File: src/rtl/asp_ram.sv
module asp_ram #(
  parameter int WIDTH = 32,
  parameter int DEPTH = 16
) (
  input  logic                                       clk,
  input  logic                                       we,
  input  logic [((DEPTH > 1) ? $clog2(DEPTH) : 1)-1:0] waddr,
  input  logic [WIDTH-1:0]                           wdata,
  input  logic [((DEPTH > 1) ? $clog2(DEPTH) : 1)-1:0] raddr,
  output logic [WIDTH-1:0]                           rdata_r
);

  logic [WIDTH-1:0] mem [DEPTH];

  always_ff @(posedge clk) begin
    if (we) mem[waddr] <= wdata;
    rdata_r <= mem[raddr];
  end

endmodule
File: config.mk
export PLATFORM = sky130hd
export DESIGN_NAME = asp_ram
export DESIGN_NICKNAME = d
export VERILOG_FILES = /design/src/rtl/asp_ram.sv
export SDC_FILE = /design/constraint.sdc
export NUM_CORES = 1
export LEC_CHECK = 0
export ABC_CLOCK_PERIOD_IN_PS = 4500
export BUFFER_PORTS_ARGS = -buffer_cell sky130_fd_sc_hd__clkbuf_2
export CAP_MARGIN = 10
export CORE_ASPECT_RATIO = 2
export CORE_MARGIN = 2
export CORE_UTILIZATION = 50
export CTS_BUF_LIST = sky130_fd_sc_hd__clkbuf_4
export CTS_CLUSTER_SIZE = 30
export DETAILED_ROUTE_END_ITERATION = 12
export PLACE_DENSITY = 0.81
export RECOVER_POWER = 100
export SLEW_MARGIN = 20
export SYNTH_ARGS = -nofsm -noshare
export SYNTH_HDL_FRONTEND = slang
export SYNTH_SLANG_ARGS = --single-unit
File: constraint.sdc
create_clock -name clk -period 4.5 [get_ports clk]
set_clock_uncertainty 0.05 [all_clocks]
set_input_delay 1.125 -clock clk [delete_from_list [all_inputs] [get_ports clk]]
set_output_delay 1.125 -clock clk [all_outputs]
set_load 0.02 [all_outputs]
==> impl_metrics.ini <==
[setup_path]
timing_worst_setup_path_type = in -> reg
critical_path.n_buffers_inverters = 2
path_max_fanout = 23
worstPathCellList = clkbuf_1 > nand2_1 > nor2_1 > clkbuf_1
cp-end-kind = register
cp-start-kind = input port
cp_top_family = buffers and inverters
critPathMostFrequentCell = sky130_fd_sc_hd__clkbuf_1
crit_path_max_incr_delay_ps = 1330
cpMaxStageDelayCell = sky130_fd_sc_hd__clkbuf_1
critical_path_required_ps = 4810
worst-endpoint-arrival_ps = 3670

[floorplanning]
die_y_um = 286
design.core.area_mm2 = 0.0393
pin_count = 74
die-area_mm2 = 0.0414
start_util_pct = 50.5
die_width_um = 145
core.rowCount = 103

[placed_design]
detailedPlace.worstSlack_ps = 1310
placement.cell_area_mm2 = 0.0210
hpwlAfterDp_um = 21700
globalplace.congestion = 0.735
portBuffers = 73

[synth]
synth-async-reset-ratio_pct = 0
synth-seq-area-share_pct = 80.7
synth_top_family_by_area = multiplexers
synth_xor_xnor_area_share_pct = 0
post_synthesis_instance_total = 838
synth-main-ff-cell = sky130_fd_sc_hd__edfxtp_1
post_synth_instance_area_mm2 = 0.0199
compound_gate_portion_of_the_synthesized_area_pct = 2.42
synth_enable_flop_cells = 512
synth_fa_ha_area_share_pct = 0
yosys.area_share.simple_pct = 1.27
synth.area.mux_share_pct = 14.5
synthesis.area_per_instance_um2 = 23.7
synth-warning-count = 0
yosysUniqueCellTypes = 18
synth-seq-cells = 544
synthesis.nets = 880

[pwr]
vdd.ir_drop.worst_mv = 0.214
p_int_mw = 7.51
share_seq_of_total_power_pct = 59.3
cellPowerDensity_mw_per_mm2 = 433
swShare_pct = 21.9
share_clk_of_total_power_pct = 35.5
power.share.combinational_pct = 5.2
power.leakage_nw = 7.04
switching_power_mw = 2.10

[global_routing]
grt_start_max_net_pins = 80
number_of_antenna_violations_at_the_first_check_in_global_routing = 2
vias_in_the_first_global_route = 9977
gr-usage-all-layers_pct = 19.5
grt_first_pass_wirelength_um = 59700
globalRouteOverflowTotal = 0

[drt]
antenna_violating_nets_post_route = 0
vias_per_cell = 5.76
vias = 9268
detail_route.iter0.violations = 974
detail_route.first_pass.iterations = 5
detail_route.drc_violations = 0
postRouteWirelength_um = 40100
detail_route.wl_per_cell_um = 24.9

[run_status]
failed_checks = capacitance limit, slew limit
run_status = finished with violations

[cells_and_area]
design_area_mm2 = 0.0222
area_growth_pct = 11.8
fin_nets = 1040
drive_gt1_share_pct = 29.3

[clocking]
cts_buffer_depth = 3
clk_latency_ps = 810
cts_inserted_buffers = 102
post_cts_buffers = 0
hold_buf_cts = 0
cts_root_buffer = sky130_fd_sc_hd__clkbuf_4
tritoncts = done
cts.sink_count = 544
clk_pin_slew_worst_paths_ps = 80
cts-resized-gates = 0
h-tree-depth = 3

[sta]
finalCriticalPeriod_ps = 3360
hold_violations = 0
layout_setup_ws_ps = 1140
setup_viol = 0
fmaxAchievable_mhz = 298
finalMaxSlewViolations = 213
post-route-period-util_pct = 74.6
worst_margin_slew_ps = 2630
grt_setup_unrepaired = false
max_slew_margin_pct = -75.4
setup-tns-final_ps = 0

[worst_hold_path]
hold_class = reg -> reg

[flow_run]
cap_viol_max_count = 7
cell type report:
| cell class | count | area, um2 |
|---|---|---|
| Clock buffer | 144 | 1080 |
| Tap cell | 525 | 657 |
| Multi-Input combinational cell | 251 | 3660 |
| Timing Repair Buffer | 99 | 517 |
| Sequential cell | 544 | 16000 |
| Antenna cell | 2 | 5.00 |
| Clock inverter | 45 | 263 |
| Fill cell | 2807 | 17100 |
cell families after synthesis:
kind of cell           Yosys count
AOI/OAI and AO/OA               64
buffers and inverters           43
and+or+nand+nor                 59
muxes                          128
DFF                            544
per-layer routing:
| layer | vias up | GRT usage, % | share of wire, % |
|---|---|---|---|
| li1 | 3973 | - | - |
| met1 | 4833 | 21.5 | 35 |
| met2 | 393 | 36.9 | 57 |
| met3 | 69 | 3.40 | 5.5 |
| met4 | 0 | 8.00 | 2.5 |
| met5 | - | 0 | 0 |
tightest hold or removal path: cells and delay by family, from the launching register on:
kind               cells  cell delay (ps)
DFF                    1              320
and+or+nand+nor        1               50
AOI/OAI and AO/OA      1               60
muxes                  1              220
power by group through the flow:
stage	clock (mW)	sequential (mW)	combinational [mW]
after global routing	3.68	5.71	0.539
after global placement	0	5.80	0.508
final	3.42	5.70	0.502
after detailed placement	0	5.81	0.523
after floorplan	0	5.84	0.272
after CTS	3.48	5.70	0.526
stage by stage:
step	hold WS (ps)	total power [mW]	util (%)	instances
CTS	618	9.70	56.9	1606
floorplan	585	6.11	-	838
finish	617	9.62	56.5	1610
global route	647	9.93	56.5	1610
global placement	598	6.31	53.5	1417
detailed placement	603	6.33	53.5	1417
synthesized netlist by cell type, drive strengths merged (2+ instances only):
library cell | count | share of area (%)
nor3 | 4 | 0.10
edfxtp | 512 | 77
nor2 | 13 | 0.25
nor2b | 2 | 0.063
nand3b | 2 | 0.076
nand2 | 33 | 0.62
buf | 26 | 0.80
dfxtp | 32 | 3.2
clkbuf | 17 | 0.32
nand2b | 2 | 0.063
mux4 | 128 | 15
a22oi | 64 | 2.4
registers in the layout (all words and copies together), names as in the netlist:
name and flops:
mem 512, rdata_r 32
path summary, 6_finish.rpt:
kind              startpoint          end  slack, ps  cells past startpoint
setup / recovery    waddr[0]    mem[7][1]       1140                      4
setup reg to reg  mem[0][12]  rdata_r[12]       2970                      3
hold reg to reg   mem[13][8]   rdata_r[8]        620                      3
hold / removal    mem[13][8]   rdata_r[8]        620                      3
layout by cell type (no fill, tap or decap):
master / n
sky130_fd_sc_hd__a22oi_1: 64
sky130_fd_sc_hd__and2_1: 1
sky130_fd_sc_hd__buf_12: 4
sky130_fd_sc_hd__buf_16: 1
sky130_fd_sc_hd__buf_4: 11
sky130_fd_sc_hd__bufinv_16: 3
sky130_fd_sc_hd__clkbuf_1: 78
sky130_fd_sc_hd__clkbuf_2: 4
sky130_fd_sc_hd__clkbuf_4: 144
sky130_fd_sc_hd__clkbuf_8: 1
sky130_fd_sc_hd__clkinv_1: 28
sky130_fd_sc_hd__clkinv_2: 12
sky130_fd_sc_hd__dfxtp_1: 32
sky130_fd_sc_hd__diode_2: 2
sky130_fd_sc_hd__edfxtp_1: 512
sky130_fd_sc_hd__inv_2: 2
sky130_fd_sc_hd__mux4_2: 128
sky130_fd_sc_hd__nand2_1: 33
sky130_fd_sc_hd__nand2b_1: 2
sky130_fd_sc_hd__nand3_1: 1
sky130_fd_sc_hd__nand3b_1: 2
sky130_fd_sc_hd__nor2_1: 9
sky130_fd_sc_hd__nor2_4: 4
sky130_fd_sc_hd__nor2b_4: 2
sky130_fd_sc_hd__nor3_1: 4
sky130_fd_sc_hd__or3b_2: 1
Power figures use the tool's default switching activity.
