==> src/rtl/asp_pkg.sv <==
package asp_pkg;

  localparam logic [31:0] LOG_BIAS = 32'd1064631197;
  localparam logic [47:0] EXP_BIAS = 48'd1065353217;
  localparam logic [30:0] PB_MAX   = 31'h7F7FFFFF;
  localparam logic [31:0] PI_Q30   = 32'd3373259426;
  localparam logic [30:0] G1_Q30   = 31'd1377809732;
  localparam logic [27:0] G2_Q30   = 28'd152033954;

  localparam int MUL_W  = 36;
  localparam int PROD_W = 72;
  localparam int DIV_QW = 31;

  localparam logic [1:0] CFG_NUM_PARTIALS = 2'd0;
  localparam logic [1:0] CFG_FIRST_OFFSET = 2'd1;
  localparam logic [1:0] CFG_PERIOD       = 2'd2;

  typedef enum logic [4:0] {
    ST_IDLE, ST_LOAD, ST_SPOW, ST_SMUL, ST_DPOW, ST_P0, ST_P1, ST_SUMP, ST_PH,
    ST_X2, ST_T1, ST_T2, ST_Y, ST_MAG, ST_W, ST_AMP, ST_ACC, ST_DONE
  } state_t;

  typedef struct packed {
    logic        start;
    logic [23:0] divisor;
    logic [5:0]  shift;
  } div_req_t;

  typedef struct packed {
    logic busy;
    logic done;
  } div_stat_t;

  // IEEE single bit pattern of a small positive integer.
  function automatic logic [31:0] int_bits(input logic [6:0] n);
    logic [2:0]  p;
    logic [6:0]  frac;
    logic [7:0]  ex;
    logic [22:0] mant;
    p = 3'd0;
    for (int i = 1; i < 7; i++) begin
      if (n[i]) p = 3'(i);
    end
    frac = n - (7'd1 << p);
    ex   = 8'd127 + {5'd0, p};
    mant = 23'(frac) << (5'd23 - {2'd0, p});
    return {1'b0, ex, mant};
  endfunction

  // Finishes the linear exponent trick from the product |x|*|q|.
  function automatic logic [30:0] pow_finish(input logic [41:0] prod, input logic neg,
                                             input logic f14);
    logic [47:0] bias;
    logic [47:0] sum;
    logic [47:0] r;
    bias = f14 ? (EXP_BIAS << 14) : (EXP_BIAS << 12);
    if (neg) begin
      sum = ({6'd0, prod} > bias) ? 48'd0 : bias - {6'd0, prod};
    end else begin
      sum = bias + {6'd0, prod};
    end
    r = f14 ? (sum >> 14) : (sum >> 12);
    return (r > {17'd0, PB_MAX}) ? PB_MAX : r[30:0];
  endfunction

endpackage

==> src/rtl/asp_mul.sv <==
module asp_mul
  import asp_pkg::*;
(
  input  logic              clk,
  input  logic [MUL_W-1:0]  a,
  input  logic [MUL_W-1:0]  b,
  output logic [PROD_W-1:0] p_r
);

  always_ff @(posedge clk) begin
    p_r <= a * b;
  end

endmodule

==> config.mk <==
export PLATFORM = sky130hd
export DESIGN_NAME = asp_mul
export DESIGN_NICKNAME = d
export VERILOG_FILES = /design/src/rtl/asp_pkg.sv /design/src/rtl/asp_mul.sv
export SDC_FILE = /design/constraint.sdc
export NUM_CORES = 2
export LEC_CHECK = 0
export ABC_AREA = 1
export BUFFER_PORTS_ARGS = -buffer_cell sky130_fd_sc_hd__buf_4
export CAP_MARGIN = 15
export CORE_MARGIN = 2
export CORE_UTILIZATION = 65
export DETAILED_ROUTE_END_ITERATION = 8
export PLACE_DENSITY = 0.94
export SETUP_SLACK_MARGIN = 0.4
export SYNTH_ARGS = -nofsm -noshare
export SYNTH_HDL_FRONTEND = slang
export SYNTH_SLANG_ARGS = --single-unit
==> constraint.sdc <==
create_clock -name clk -period 18.4 [get_ports clk]
set_input_delay 0 -clock clk [delete_from_list [all_inputs] [get_ports clk]]
set_output_delay 0 -clock clk [all_outputs]
set_load 0.01 [all_outputs]
==> flow_summary.ini <==
[outcome]
status = complete, no violations

[floorplanning]
placementRows = 97
initial_core_utilization_pct = 65.44
core-area_sq_mm = 0.06991
die_area_sq_mm = 0.07252
die_w_um = 269.3
floorplan.die.height_um = 269.3
boundaryPins = 145

[global_route]
grt_pass1_wl_um = 223900
grt_max_degree = 37
grt_antenna_before_repair = 2
global_route.overflow_total = 0
use_met2_pct = 63.21
grt.met3_usage_pct = 13.22
met1_usage_pct = 47.17
grt_util_all_layers_pct = 39.58
grt_pass1_vias = 43640
grt_busiest_layer = met2

[place]
postPlaceCellArea_sq_mm = 0.04693
hpwl_um = 113600
numPortBuffers = 144
routabilityCongestion = 0.9798

[timing]
setup_repair_after_global_routing_missed_its_margin = no
maximum_clock_frequency_mhz = 145.2
slew_headroom_pct = 58.23
final_min_period_over_clock_period_pct = 37.44
hold_viol = 0
setup_viol_count_final = 0
setup_total_negative_slack_ns = 0
worst_pin_slew_ns = 0.6265
period_needed_ns = 6.888
timing.final.max_slew_violations = 0

[synth]
post_synth_inst_count = 6000
synth-warning-count = 0
post_synth_fa_ha_maj_area_fraction_pct = 58.57
syn_area_per_cell_sq_um = 7.625
syn_area_sq_mm = 0.04575
synth.yosys.seq_area_share_pct = 3.151
post_synth_and_or_nand_nor_area_fraction_pct = 16.66
compound_gate_portion_of_the_synthesized_area_pct = 1.685
combinational_family_with_the_most_area_after_synthesis = adder cells
synth.lib_cells_used.distinct = 28
synth_xor_xnor_area_share_pct = 0.8040
yosys_register_bits = 72
synth_nets = 7521
yosys-mux-area-fraction_pct = 0

[finish]
largest_register_ff_count = 72
filler_cell_count = 5084
nNetsFinal = 7388
area_growth_syn_to_fin_pct = 3.295
layout-drive-gt1-share_pct = 3.832
biggest_regs = p_r x72
layout.cell_area.non_filler_sq_mm = 0.04726
largest-register = p_r

[clock_tree]
numCtsBuffers = 9
cts_setup_buffers = 0
clk_pin_slew_ns = 0.07
cts_buffer_depth = 2
root_buffer_master = clkbuf_16
post_cts.resized_instances = 0
cts_tree = done
h-tree-depth = 3
cts.sink_count = 72
cts.hold.buffers_added = 0

[drt]
via_count = 38600
postRouteAntennaNets = 0
drtIter0Drc = 4510
dr.pass1.iters = 9
remaining_drc_errors = 0
wire_per_inst_um = 20.52
vias_per_cell = 5.665
wirelength_um = 139800

[worst_setup_path]
timing.critical_path.from = b[13]
worst_setup_path_end_kind = register
crit_required_ns = 18.64
arrival_ns = 7.13
worst_setup_path_endpoint = p_r[39]
worst_setup_path_start_kind = input pin
worstSetupPathType = input pin to register
critical_path_peak_fanout = 36

[worst_hold_path]
hold_class = input pin to register

[flow_run]
cap_viol_max_count = 0
final cells by class:
type,count,area [sq um],share of cell area (%)
Timing Repair Buffer,144,1081,2.288
Multi-Input combinational cell,3596,35560,75.24
Inverter,2044,7672,16.24
Clock inverter,7,103.9,0.2198
Clock buffer,9,225.2,0.4766
Antenna cell,1,2.502,0.005295
Sequential cell,72,1441,3.050
Tap cell,940,1176,2.489
cell usage after synthesis:
cell | instances | share of area (%)
inv_1 | 2037 | 17
clkbuf_1 | 288 | 2.4
inv_2 | 7 | 0.057
fa_1 | 1156 | 51
o21ai_0 | 39 | 0.43
ha_1 | 292 | 8.0
a21o_1 | 3 | 0.049
nand4_1 | 5 | 0.068
o21ai_1 | 3 | 0.033
a21oi_1 | 80 | 0.88
nand3_1 | 43 | 0.47
o21a_1 | 3 | 0.049
a21oi_2 | 6 | 0.11
o21bai_1 | 3 | 0.049
a21boi_0 | 3 | 0.049
and2_1 | 1 | 0.014
xnor2_1 | 5 | 0.096
xor2_1 | 37 | 0.71
nand2_1 | 1729 | 14
nor3_2 | 2 | 0.044
dfxtp_1 | 72 | 3.2
nor2_4 | 2 | 0.049
nor3_1 | 9 | 0.098
nand3_2 | 7 | 0.15
nor2_1 | 127 | 1.0
o21ai_2 | 2 | 0.038
nor2_2 | 8 | 0.11
nand2_2 | 31 | 0.42
kinds of logic (layout without fill, tap and decap cells):
kind of cell               Yosys count  count (layout)
xor gates and xnor gates            42              42
AOI/OAI and AO/OA                  142             142
DFF                                 72              72
adders and majority gates         1448            1448
and+or+nand+nor                   1964            1964
other                                0               1
buffers and inverters             2332            2204
cells in the final DEF, fill, tap and decap left out, drive strengths merged:
cell type	count
clkbuf	9
xnor2	5
ha	292
a21boi	3
dfxtp	72
a21oi	86
clkinv	1
o21ai	44
and2	1
o21a	3
buf	144
nor2	137
bufinv	2
diode	1
nand2	1760
nand4	5
o21bai	3
nand3	50
clkinvlp	2
xor2	37
a21o	3
fa	1156
nor3	11
inv	2046
routing by layer:
| layer | vias to the layer above | part of all wire (%) |
|---|---|---|
| met3 | 1017 | 15 |
| met5 | - | 0.011 |
| met1 | 18370 | 33 |
| met2 | 3272 | 46 |
| met4 | 2 | 6.6 |
| li1 | 15940 | - |
metrics by stage:
| step | utilization (%) | worst slack (ns) | hold slack (ns) | instances |
|---|---|---|---|---|
| 4_1_cts | 67.60 | 11.65 | 0.09022 | 6812 |
| 3_3_place_gp | 67.13 | 11.46 | 0.3898 | 6796 |
| 5_1_grt | 67.60 | 11.27 | 0.1404 | 6813 |
| 3_5_place_dp | 67.13 | 11.31 | 0.3897 | 6796 |
| 6_report | 67.60 | 11.51 | 0.1136 | 6813 |
| 2_1_floorplan | - | 12.13 | 0.3040 | 6000 |
worst max-delay path: stages:
cell and delay, ns:
buf_4 0.41, nand2_1 0.11, inv_1 0.12, fa_1 0.49
fa_1 0.58, inv_1 0.07, fa_1 0.56, inv_1 0.07
fa_1 0.49, fa_1 0.69, fa_1 0.55, fa_1 0.56
inv_1 0.08, fa_1 0.48, inv_1 0.05, ha_1 0.45
nand2_1 0.12, inv_1 0.08, nand2_1 0.11, o21ai_0 0.39
a21oi_1 0.10, nand2_2 0.20, xor2_1 0.30
how the worst min path moves through the flow:
stage	endpoint	depth (start not counted)	startpoint	slack (ns)
floorplan	p_r[0]	0	p_r[0]	0.30
global placement	p_r[0]	1	p_r[0]	0.39
detailed placement	p_r[0]	1	p_r[0]	0.39
CTS	p_r[0]	3	b[0]	0.09
global route	p_r[0]	3	b[0]	0.14
finish	p_r[0]	3	b[0]	0.11
Power is not shown: default switching activity piles up to over one toggle a cycle in this logic, so the estimate is an artifact.
