$ cat src/rtl/asp_pkg.sv
package asp_pkg;

  localparam logic [31:0] LOG_BIAS = 32'd1064631197;
  localparam logic [47:0] EXP_BIAS = 48'd1065353217;
  localparam logic [30:0] PB_MAX   = 31'h7F7FFFFF;
  localparam logic [31:0] PI_Q30   = 32'd3373259426;
  localparam logic [30:0] G1_Q30   = 31'd1377809732;
  localparam logic [27:0] G2_Q30   = 28'd152033954;

  localparam int MUL_W  = 36;
  localparam int PROD_W = 72;
  localparam int DIV_QW = 31;

  localparam logic [1:0] CFG_NUM_PARTIALS = 2'd0;
  localparam logic [1:0] CFG_FIRST_OFFSET = 2'd1;
  localparam logic [1:0] CFG_PERIOD       = 2'd2;

  typedef enum logic [4:0] {
    ST_IDLE, ST_LOAD, ST_SPOW, ST_SMUL, ST_DPOW, ST_P0, ST_P1, ST_SUMP, ST_PH,
    ST_X2, ST_T1, ST_T2, ST_Y, ST_MAG, ST_W, ST_AMP, ST_ACC, ST_DONE
  } state_t;

  typedef struct packed {
    logic        start;
    logic [23:0] divisor;
    logic [5:0]  shift;
  } div_req_t;

  typedef struct packed {
    logic busy;
    logic done;
  } div_stat_t;

  // IEEE single bit pattern of a small positive integer.
  function automatic logic [31:0] int_bits(input logic [6:0] n);
    logic [2:0]  p;
    logic [6:0]  frac;
    logic [7:0]  ex;
    logic [22:0] mant;
    p = 3'd0;
    for (int i = 1; i < 7; i++) begin
      if (n[i]) p = 3'(i);
    end
    frac = n - (7'd1 << p);
    ex   = 8'd127 + {5'd0, p};
    mant = 23'(frac) << (5'd23 - {2'd0, p});
    return {1'b0, ex, mant};
  endfunction

  // Finishes the linear exponent trick from the product |x|*|q|.
  function automatic logic [30:0] pow_finish(input logic [41:0] prod, input logic neg,
                                             input logic f14);
    logic [47:0] bias;
    logic [47:0] sum;
    logic [47:0] r;
    bias = f14 ? (EXP_BIAS << 14) : (EXP_BIAS << 12);
    if (neg) begin
      sum = ({6'd0, prod} > bias) ? 48'd0 : bias - {6'd0, prod};
    end else begin
      sum = bias + {6'd0, prod};
    end
    r = f14 ? (sum >> 14) : (sum >> 12);
    return (r > {17'd0, PB_MAX}) ? PB_MAX : r[30:0];
  endfunction

endpackage

$ cat src/rtl/asp_div.sv
module asp_div
  import asp_pkg::*;
(
  input  logic              clk,
  input  logic              rst_n,
  input  div_req_t          req,
  output div_stat_t         stat,
  output logic [DIV_QW-1:0] quo_r
);

  logic [23:0] rem_r;
  logic [23:0] m_r;
  logic [5:0]  sh_r;
  logic [4:0]  i_r;
  logic        busy_r;
  logic        done_r;
  logic [24:0] r2;
  logic        qbit;

  always_comb begin
    r2   = {rem_r, ({1'b0, i_r} == sh_r)};
    qbit = (r2 >= {1'b0, m_r});
  end

  always_ff @(posedge clk) begin
    if (!rst_n) begin
      busy_r <= 1'b0;
      done_r <= 1'b0;
    end else if (req.start) begin
      busy_r <= 1'b1;
      done_r <= 1'b0;
    end else if (busy_r && i_r == 5'd0) begin
      busy_r <= 1'b0;
      done_r <= 1'b1;
    end
  end

  always_ff @(posedge clk) begin
    if (req.start) begin
      m_r   <= req.divisor;
      sh_r  <= req.shift;
      i_r   <= 5'd30;
      quo_r <= '0;
      rem_r <= (req.shift >= 6'd31) ? (24'd1 << (req.shift - 6'd31)) : 24'd0;
    end else if (busy_r) begin
      rem_r <= qbit ? 24'(r2 - {1'b0, m_r}) : r2[23:0];
      quo_r <= {quo_r[DIV_QW-2:0], qbit};
      i_r   <= i_r - 5'd1;
    end
  end

  assign stat.busy = busy_r;
  assign stat.done = done_r;

endmodule

$ cat config.mk
export PLATFORM = sky130hd
export DESIGN_NAME = asp_div
export DESIGN_NICKNAME = d
export VERILOG_FILES = /design/src/rtl/asp_pkg.sv /design/src/rtl/asp_div.sv
export SDC_FILE = /design/constraint.sdc
export NUM_CORES = 1
export LEC_CHECK = 0
export BUFFER_PORTS_ARGS = -buffer_cell sky130_fd_sc_hd__buf_2
export CORE_UTILIZATION = 53
export DETAILED_ROUTE_END_ITERATION = 6
export GPL_TIMING_DRIVEN = 0
export HOLD_SLACK_MARGIN = 0.08
export PLACE_DENSITY = 0.77
export RECOVER_POWER = 100
export SYNTH_ARGS = -nofsm -noshare
export SYNTH_HDL_FRONTEND = slang
export SYNTH_SLANG_ARGS = --single-unit
$ cat constraint.sdc
create_clock -name clk -period 2.9 [get_ports clk]
set_clock_uncertainty 0.05 [all_clocks]
set_input_delay 0.58 -clock clk [delete_from_list [all_inputs] [get_ports clk]]
set_output_delay 0.58 -clock clk [all_outputs]
set_load 0.02 [all_outputs]
==> run_results.csv, run 1 <==
group,metric,value,unit
worst_setup_path,crit_path_start,"sh_r[1]",
cts,cts_tree,"built",
outcome,violations,"setup timing",
power,finalPower,5460,uW
cts,worstSkewPairLatency,380,ps
cts,clkSinkCount,92,
synthesis,avgSynthCellArea,9.80,um^2
global_routing,grt_start_max_net_pins,33,
hold_path,whs_path_depth,1,
routing,route.detailed.drc,0,
worst_setup_path,crit_required,2980,ps
synthesis,synth_nets,582,
sta,setup-tns-final,-2370,ps
global_routing,grt_pass1_vias,4046,
layout,drive_gt1_share,14.8,%
synthesis,synth_edf_count,54,
routing,ant_nets,0,
floorplan,fp.coreArea,0.00933,mm^2
place,dp_hpwl,8710,um
outcome,status,"finished, violations left",
cts,cts_buffers,9,
synthesis,ys_seq_area_share,46.5,%
synthesis,synth-seq-cells,92,
global_routing,overflow,0,
cts,clk_pin_slew_worst_paths,100,ps
global_routing,track_usage,24.7,%
worst_setup_path,critical_path_peak_fanout,4,
floorplan,io-pin-count,66,
cts,clock_path_buffers,2,
sta,relSlewSlack,52.8,%
job,drv_cap,0,
place,portBuffers,65,
sta,setup_viol,24,
place,globalplace.congestion,0.953,
routing,via_per_inst,5.75,
sta,fin_ws,-183,ps
global_routing,grt_pass1_wl,19300,um
worst_setup_path,cp.arrival,3160,ps
synthesis,synth_area_leaders,"edfxtp_1 32%, dfxtp_1 15%, mux2i_1 8.6%",
layout,nets,664,
synthesis,synth_top_area_share,31.6,%
layout,stdcell_count,739,
worst_setup_path,ff2ff_path_depth,12,
sta,timing_hold_violations_final,0,
worst_setup_path,start_kind,"register",
power,ir_drop,0.433,mV
routing,num_vias,4251,
synthesis,yosysWarningCount,0,
routing,drt_pass1_iterations,4,
floorplan,dieArea,0.0101,mm^2
synthesis,async_flop_share,0,%
routing,routed_wl,12200,um
synthesis,synth_cells,523,
synthesis,synthDistinctLibCells,56,
routing,post_drt_wl_per_cell,16.5,um
worst_setup_path,r2r-start,"sh_r[1]",
cts,cts_max_level,3,
hold_path,hp-start,"req[26]",
layout,area_growth,17.2,%
worst_setup_path,cp-end-kind,"register",
routing,drtIter0Drc,297,
cts,cts_root_buffer,"clkbuf_8",
global_routing,antenna_found_initial,0,
worst_setup_path,worstSetupPathType,"register to register",
synthesis,syn_area,0.00513,mm^2
power,p_per_area,909,mW/mm^2
sta,worst_slew_pin_slew,708,ps
floorplan,rows,35,
synthesis,synth_top_area_cell,"edfxtp_1",
floorplan,initial_core_util,55.0,%
sta,period_share,106,%
synthesis,ys.flop_type,"edfxtp_1",
sta,slew_viol_final,0,
floorplan,chipHeight,100,um
sta,max_freq,324,MHz
sta,rsz0062_at_grt,"yes",
floorplan,die_w,100,um
layout,num_antenna_cells,0,
sta,period_minus_slack,3080,ps
power,p_leak,0.00242,uW
hold_path,hold_class,"primary input to register",
place,dpl.cell_count,717,
## synth_stat cells (all sizes together), types with 12 or more instances
library cell / instances
o21ai: 25
o22ai: 12
a21oi: 33
xnor2: 16
mux2i: 44
nor2: 67
ha: 25
buf: 15
dfxtp: 38
inv: 27
nand2: 30
edfxtp: 54
## logic make-up (layout without fill, tap and decap cells)
kind of cell	after synthesis	count (layout)	share of synthesized area [%]
AND/OR/NAND/NOR	160	160	14.9
AO/OA/AOI/OAI	124	124	15.3
flip-flops	92	92	46.5
buffers and inverters	54	141	4.29
multiplexers	44	44	8.59
adder cells (fa/ha/maj)	26	26	6.49
XOR/XNOR	23	23	3.93
## critical path, cell delays in order (launching register included)
cell and delay (ps):
edfxtp_1 420, xnor2_1 160, nand4_1 90, or3_4 410, ha_4 190, fa_2 340
nand2b_4 160, a21oi_4 190, o21ba_4 180, a21bo_4 160, a221o_1 140, nor4_1 60
a311o_1 280
## worst paths after layout
check                           slack (ps)         to
worst max-delay path                  -180  rem_r[20]
worst max register to register        -180  rem_r[20]
worst min-delay path                   320    m_r[20]
worst min register to register         410     done_r
## flip-flops by register name, summed over array words and instances, names as in the netlist
register  cells
i_r           5
m_r          24
rem_r        24
done_r        1
busy_r        1
quo_r        31
sh_r          6
## per-stage QoR
stage                     instance area (um^2)  util [%]  hold WS, ps  worst slack [ps]
after CTS                                 6010      64.4          318              -222
after global routing                      6010      64.4          322              -249
after floorplan                           5160         -          372              33.7
final                                     6010      64.4          323              -183
after global placement                    5640      60.5          389              -453
after detailed placement                  5640      60.5          406              -547
## cell type report
class                   count  area [um^2]
fillers                   762         3320
multi-input cells         377         2690
flip-flops and latches     92         2380
repair buffers             71          344
well taps                 129          161
clock buffers              11          153
plain buffers              26          130
inverters                  28          105
clock inverters             5         38.8
## repair_timing
action	in CTS	in global routing
setup endpoints to repair	25	49
pin swaps	21	15
hold buffers	0	0
buffers inserted	6	0
endpoints found under the hold margin	0	0
resized for setup	32	8
## per-layer routing
metal	track usage (%)	wire, um	vias up	share of wire [%]
li1	-	-	2078	-
met1	32.5	5550	1986	45
met2	40.5	5710	159	47
met3	3.20	632	28	5.2
met4	11.9	328	0	2.7
met5	0	0	-	0
## placed cells by master, fill, tap and decap left out, types with 5 or more instances in the layout
cell type  count
a211oi_1       5
a21o_1         6
a21oi_1       30
a31oi_1        7
and3_1         7
buf_2         30
buf_4          6
clkbuf_1      52
clkbuf_8       9
dfxtp_1       36
edfxtp_1      54
ha_1          24
inv_1         27
mux2i_1       43
nand2_1       30
nand3_1        8
nand4_1        5
nor2_1        66
nor3_1         6
o21a_1         5
o21ai_0       16
o21ai_1        7
o22ai_1       12
or2_2          6
xnor2_1       16
xor2_1         7
## where the power goes
| group | internal, uW | switching (uW) | total, uW |
|---|---|---|---|
| registers | 1650 | 142 | 1800 |
| clock network | 374 | 496 | 869 |
| logic | 1200 | 1590 | 2790 |
No activity file was read; power rests on OpenSTA's default activity.
==> run 2: changes to the inputs <==
--- a/config.mk
+++ b/config.mk
@@ -12,6 +12,7 @@
 export HOLD_SLACK_MARGIN = 0.08
 export PLACE_DENSITY = 0.77
 export RECOVER_POWER = 100
+export SKIP_LAST_GASP = 1
 export SYNTH_ARGS = -nofsm -noshare
 export SYNTH_HDL_FRONTEND = slang
 export SYNTH_SLANG_ARGS = --single-unit
==> constraint.sdc (replaced) <==
create_clock -name clk -period 2.8 [get_ports clk]
set_clock_uncertainty 0.05 [all_clocks]
set_input_delay 0.56 -clock clk [delete_from_list [all_inputs] [get_ports clk]]
set_output_delay 0.56 -clock clk [all_outputs]
set_load 0.02 [all_outputs]
==> run 2 against run 1 <==
- the flow still finishes with violations (setup timing)
- first-iteration DRC count decreased by 18%
- clock-buffer cell count decreased by 1
- worst hold slack got worse by 19 ps
- cell count increased by 0.41%
- via count increased by 2.0%
- fmax decreased by 2.8%
- global-route usage increased by 0.74 points
==> run_results.csv, run 2 (synthesis results as in run 1) <==
group,metric,value,unit
outcome,status,"finished, violations left",
outcome,violations,"setup timing",
cts,cts_buffers,9,
sta,fin_ws,-371,ps
worst_setup_path,r2r_end,"rem_r[20]",
floorplan,initial_core_util,55.0,%
layout,drive_gt1_share,15.2,%
layout,top_register,"quo_r",
job,drv_cap,0,
cts,clkSinkCount,92,
place,placed_area,0.00566,mm^2
worst_setup_path,ff2ff_path_depth,12,
worst_setup_path,endpoint,"rem_r[20]",
layout,final_area,0.00607,mm^2
layout,reg_top3,"quo_r: 31 flops, m_r: 24 flops, rem_r: 24 flops",
sta,whs,305,ps
hold_path,hold_class,"primary input to register",
place,dp_hpwl,8920,um
power,p_leak,0.00245,uW
worst_setup_path,path_delay_family,"compound AO/OA/AOI/OAI gates",
floorplan,fp.coreArea,0.00933,mm^2
global_routing,met1_usage,33.9,%
global_routing,grt_start_max_net_pins,33,
global_routing,grt_pass1_wl,19800,um
cts,clk_pin_slew_worst_paths,100,ps
place,pre_cts_ws,-704,ps
sta,rsz0062_at_grt,"yes",
cts,clock_path_buffers,2,
floorplan,io-pin-count,66,
sta,max_freq,315,MHz
worst_setup_path,cp_num_buf_inv,0,
routing,drtIter0Drc,244,
worst_setup_path,r2r-start,"sh_r[2]",
place,globalplace.congestion,0.951,
floorplan,dieArea,0.0101,mm^2
sta,slew_viol_final,0,
worst_setup_path,cp.arrival,3250,ps
global_routing,overflow,0,
layout,final_common_cell,"nor2_1",
global_routing,grt_use_met2,41.4,%
layout,final_cell_mix,"67 x nor2_1, 54 x edfxtp_1, 50 x clkbuf_1",
worst_setup_path,crit_path_start,"sh_r[2]",
worst_setup_path,crit_required,2880,ps
cts,cts_tree,"built",
sta,period_share,113,%
place,portBuffers,65,
sta,period_minus_slack,3170,ps
power,p_per_area,961,mW/mm^2
layout,nets,667,
worst_setup_path,slowest_delay,430,ps
routing,ant_nets,0,
power,ir_drop,0.428,mV
global_routing,top_usage_layer,"met2",
worst_setup_path,critical_path_peak_fanout,4,
global_routing,met3_usage,4.67,%
routing,routed_wl,12600,um
worst_setup_path,worstSetupPathType,"register to register",
routing,num_vias,4334,
floorplan,die_w,100,um
layout,largest_register_ffs,31,
cts,hold_buffers,0,
worst_setup_path,start_kind,"register",
global_routing,track_usage,25.5,%
layout,num_antenna_cells,0,
cts,worstSkewPairLatency,370,ps
sta,worst_slew_pin_slew,714,ps
routing,route.detailed.drc,0,
worst_setup_path,path_depth,12,
cts,cts_root_buffer,"clkbuf_8",
routing,post_drt_wl_per_cell,17.0,um
floorplan,rows,35,
worst_setup_path,rrSetupSlack,-370,ps
global_routing,antenna_found_initial,0,
layout,area_growth,18.4,%
worst_setup_path,cp_slowest_cell,"edfxtp_1",
sta,relSlewSlack,52.4,%
sta,setup_viol,25,
floorplan,chipHeight,100,um
routing,via_per_inst,5.84,
worst_setup_path,cp-end-kind,"register",
routing,drt_pass1_iterations,5,
sta,timing_hold_violations_final,0,
worst_setup_path,worstPathCellList,"xnor2_1 -> nand4_1 -> or3_4 -> ha_4 -> fa_2 -> nand2b_4 -> a21oi_4 -> o21ba_4 -> a21bo_4 -> a221o_1 -> nor4_2 -> a311o_1",
cts,cts_max_level,3,
global_routing,grt_pass1_vias,4111,
-- run 2: changes by cell type in the layout (fill, tap and decap cells not counted), sizes merged --
cell,delta
clkinv,+1
clkbuf,-1
buf,+3
-- run 2: worst min-delay path by stage --
stage             from       to  depth (start not counted)
2_1_floorplan   done_r   done_r                          2
3_3_place_gp    done_r   done_r                          2
3_5_place_dp    done_r   done_r                          2
4_1_cts         req[8]   m_r[2]                          1
5_1_grt        req[27]  m_r[21]                          1
6_report       req[26]  m_r[20]                          1
-- run 2: repair_timing --
item | CTS | global route
gates cloned | 0 | 1
resized for setup | 22 | 18
setup endpoints to repair | 25 | 49
buffers inserted | 3 | 5
pin swaps | 14 | 24
-- run 2: metal layers --
metal	share of wire, %	vias up
met2	49	164
met3	5.7	32
li1	-	2076
met4	2.2	0
met5	0	-
met1	44	2062
-- run 2: power breakdown --
group | leakage, uW | switching, uW | internal, uW | total [uW]
Combinational | 0.00149 | 1710 | 1370 | 3080
Clock | 0.000101 | 529 | 367 | 896
Sequential | 0.000856 | 149 | 1710 | 1860
Total | 0.00245 | 2380 | 3450 | 5830
-- run 2: per-stage QoR --
| stage | total power (uW) | util [%] | cells | TNS [ps] |
|---|---|---|---|---|
| floorplan | 3820 | - | 523 | -108 |
| finish | 5830 | 65.1 | 742 | -6280 |
| global placement | 4310 | 60.7 | 717 | -18010 |
| global route | 6180 | 65.1 | 742 | -9900 |
| CTS | 5520 | 64.1 | 736 | -7630 |
| detailed placement | 4410 | 60.7 | 717 | -23250 |
-- run 2: final cells by class --
class                           instances  area, um^2
Buffer                                 26         138
Clock buffer                           10         138
Clock inverter                          6        55.1
Fill cell                             768        3260
Inverter                               28         105
Multi-Input combinational cell        377        2700
Sequential cell                        92        2380
Tap cell                              129         161
Timing Repair Buffer                   74         388
-- run 2: worst register-to-register path, delay by kind of cell, from the launching register on --
family | cells | cell delay [ps]
AND/OR/NAND/NOR | 4 | 750
AO/OA/AOI/OAI | 5 | 980
adder cells (fa/ha/maj) | 2 | 550
XOR/XNOR | 1 | 190
flip-flops | 1 | 430
==> run 3: changes to the inputs <==
--- a/config.mk
+++ b/config.mk
@@ -12,6 +12,7 @@
 export HOLD_SLACK_MARGIN = 0.08
 export PLACE_DENSITY = 0.77
 export RECOVER_POWER = 100
+export SETUP_SLACK_MARGIN = 0.2
 export SKIP_LAST_GASP = 1
 export SYNTH_ARGS = -nofsm -noshare
 export SYNTH_HDL_FRONTEND = slang
==> run 3 against run 2 <==
- the flow finishes with violations (DRC, setup timing)
- cell count shrank 0.27%
- non-clock buffer count shrank 2
- global-route usage is essentially flat
- critical path depth shrank 3
- highest routed layer unchanged
==> run_results.csv, run 3 (synthesis results as in run 1) <==
group,metric,value,unit
layout,num_antenna_cells,0,
global_routing,grt_start_max_net_pins,33,
cts,clk_pin_slew_worst_paths,100,ps
global_routing,grt_pass1_vias,4171,
sta,relSlewSlack,50.0,%
routing,via_per_inst,5.91,
power,finalPower,5690,uW
sta,period_share,112,%
floorplan,io-pin-count,66,
cts,cts_buffers,9,
worst_setup_path,start_kind,"register",
power,p_leak,0.00243,uW
power,pwr-share-clk,14.8,%
routing,route.detailed.drc,2,
place,dp_hpwl,8940,um
sta,slew_viol_final,0,
hold_path,hold_class,"primary input to register",
cts,cts_tree,"built",
worst_setup_path,cp.arrival,3210,ps
layout,nets,665,
layout,top_register,"quo_r",
global_routing,overflow,0,
sta,worst_slew_pin_slew,750,ps
routing,wl_met2,6180,um
global_routing,track_usage,25.5,%
layout,fin_util,64.5,%
floorplan,initial_core_util,55.0,%
sta,period_minus_slack,3130,ps
place,globalplace.congestion,0.956,
floorplan,die_w,100,um
layout,final_cell_mix,"67 x nor2_1, 54 x edfxtp_1, 51 x clkbuf_1",
sta,rsz0062_at_grt,"yes",
job,drv_cap,0,
layout,drive_gt1_share,14.2,%
layout,reg_top3,"quo_r: 31 flops, m_r: 24 flops, rem_r: 24 flops",
power,p_sw,2350,uW
sta,setup_viol,25,
layout,area_growth,17.3,%
worst_setup_path,critical_path_peak_fanout,10,
layout,final_common_cell,"nor2_1",
layout,largest_register_ffs,31,
sta,fin_ws,-330,ps
floorplan,chipHeight,100,um
routing,post_drt_wl_per_cell,17.2,um
routing,drtIter0Drc,298,
place,portBuffers,65,
power,internal-power,3350,uW
sta,timing_hold_violations_final,0,
routing,ant_nets,0,
routing,drt-met1-wl,5520,um
outcome,status,"finished, violations left",
power,switching_share,41.2,%
floorplan,dieArea,0.0101,mm^2
cts,cts_max_level,3,
outcome,violations,"DRC, setup timing",
global_routing,antenna_found_initial,0,
routing,routed_wl,12700,um
cts,clkSinkCount,92,
worst_setup_path,crit_required,2880,ps
power,combPwrFrac,52.4,%
cts,worstSkewPairLatency,370,ps
worst_setup_path,cp-end-kind,"register",
routing,highest_layer,"met4",
sta,max_freq,319,MHz
routing,wl_met3,715,um
global_routing,grt_pass1_wl,19800,um
worst_setup_path,worstSetupPathType,"register to register",
floorplan,fp.coreArea,0.00933,mm^2
cts,clock_path_buffers,2,
power,ir_drop,0.564,mV
power,p_per_area,947,mW/mm^2
routing,drt_pass1_iterations,7,
power,power_frac_seq,32.8,%
routing,num_vias,4370,
cts,cts_root_buffer,"clkbuf_8",
floorplan,rows,35,
run 3: area by class of cell:
cell class              count  area, um^2
fillers                   771        3310
multi-input cells         377        2700
flip-flops and latches     92        2380
repair buffers             72         362
well taps                 129         161
plain buffers              26         134
clock buffers              10         128
inverters                  28         105
clock inverters             6        43.8
run 3: layer usage:
metal / vias up / track usage (%)
li1: 2073 / -
met1: 2100 / 33.2
met2: 170 / 42.1
met3: 27 / 3.55
met4: 0 / 11.8
met5: - / 0
run 3: power groups by stage:
stage | registers [uW] | logic, uW | clock network, uW
after floorplan | 1820 | 2000 | 0
after global placement | 1880 | 2440 | 0
after detailed placement | 1880 | 2520 | 0
after CTS | 1850 | 2760 | 848
after global routing | 1880 | 3220 | 905
final | 1870 | 2980 | 843
run 3: stage by stage:
step                      setup slack (ps)  hold WS (ps)  setup TNS [ps]  instances  instance area (um^2)
after floorplan                      -39.9           372            -108        523                  5170
after global placement                -560           389          -17880        717                  5660
after detailed placement              -648           388          -21290        717                  5660
after CTS                             -298           308           -6360        737                  5960
after global routing                  -421           303           -8880        740                  6010
final                                 -330           310           -5640        740                  6010
run 3: repair_timing:
item / 4_1_cts / 5_1_grt
setup buffers: 4 / 2
pin swaps: 18 / 10
setup endpoints to repair: 49 / 49
hold buffers: 0 / 0
endpoints found under the hold margin: 0 / 0
gates cloned: 0 / 1
gates resized for setup: 26 / 7
run 3: worst max-delay path, cell delays in order, from the launching register on:
cell	delay [ps]
edfxtp_1	440
ha_1	300
clkbuf_1	370
and4_1	320
nand3_1	90
a211oi_1	550
nor2_1	140
mux2i_1	160
nor4b_2	170
a311o_1	290
run 3: worst paths after layout:
| kind | depth (start not counted) | slack, ps | startpoint | endpoint |
|---|---|---|---|---|
| min reg2reg | 2 | 400 | done_r | done_r |
| max | 9 | -330 | rem_r[13] | rem_r[19] |
| min | 1 | 310 | req[26] | m_r[20] |
| max reg2reg | 9 | -330 | rem_r[13] | rem_r[19] |
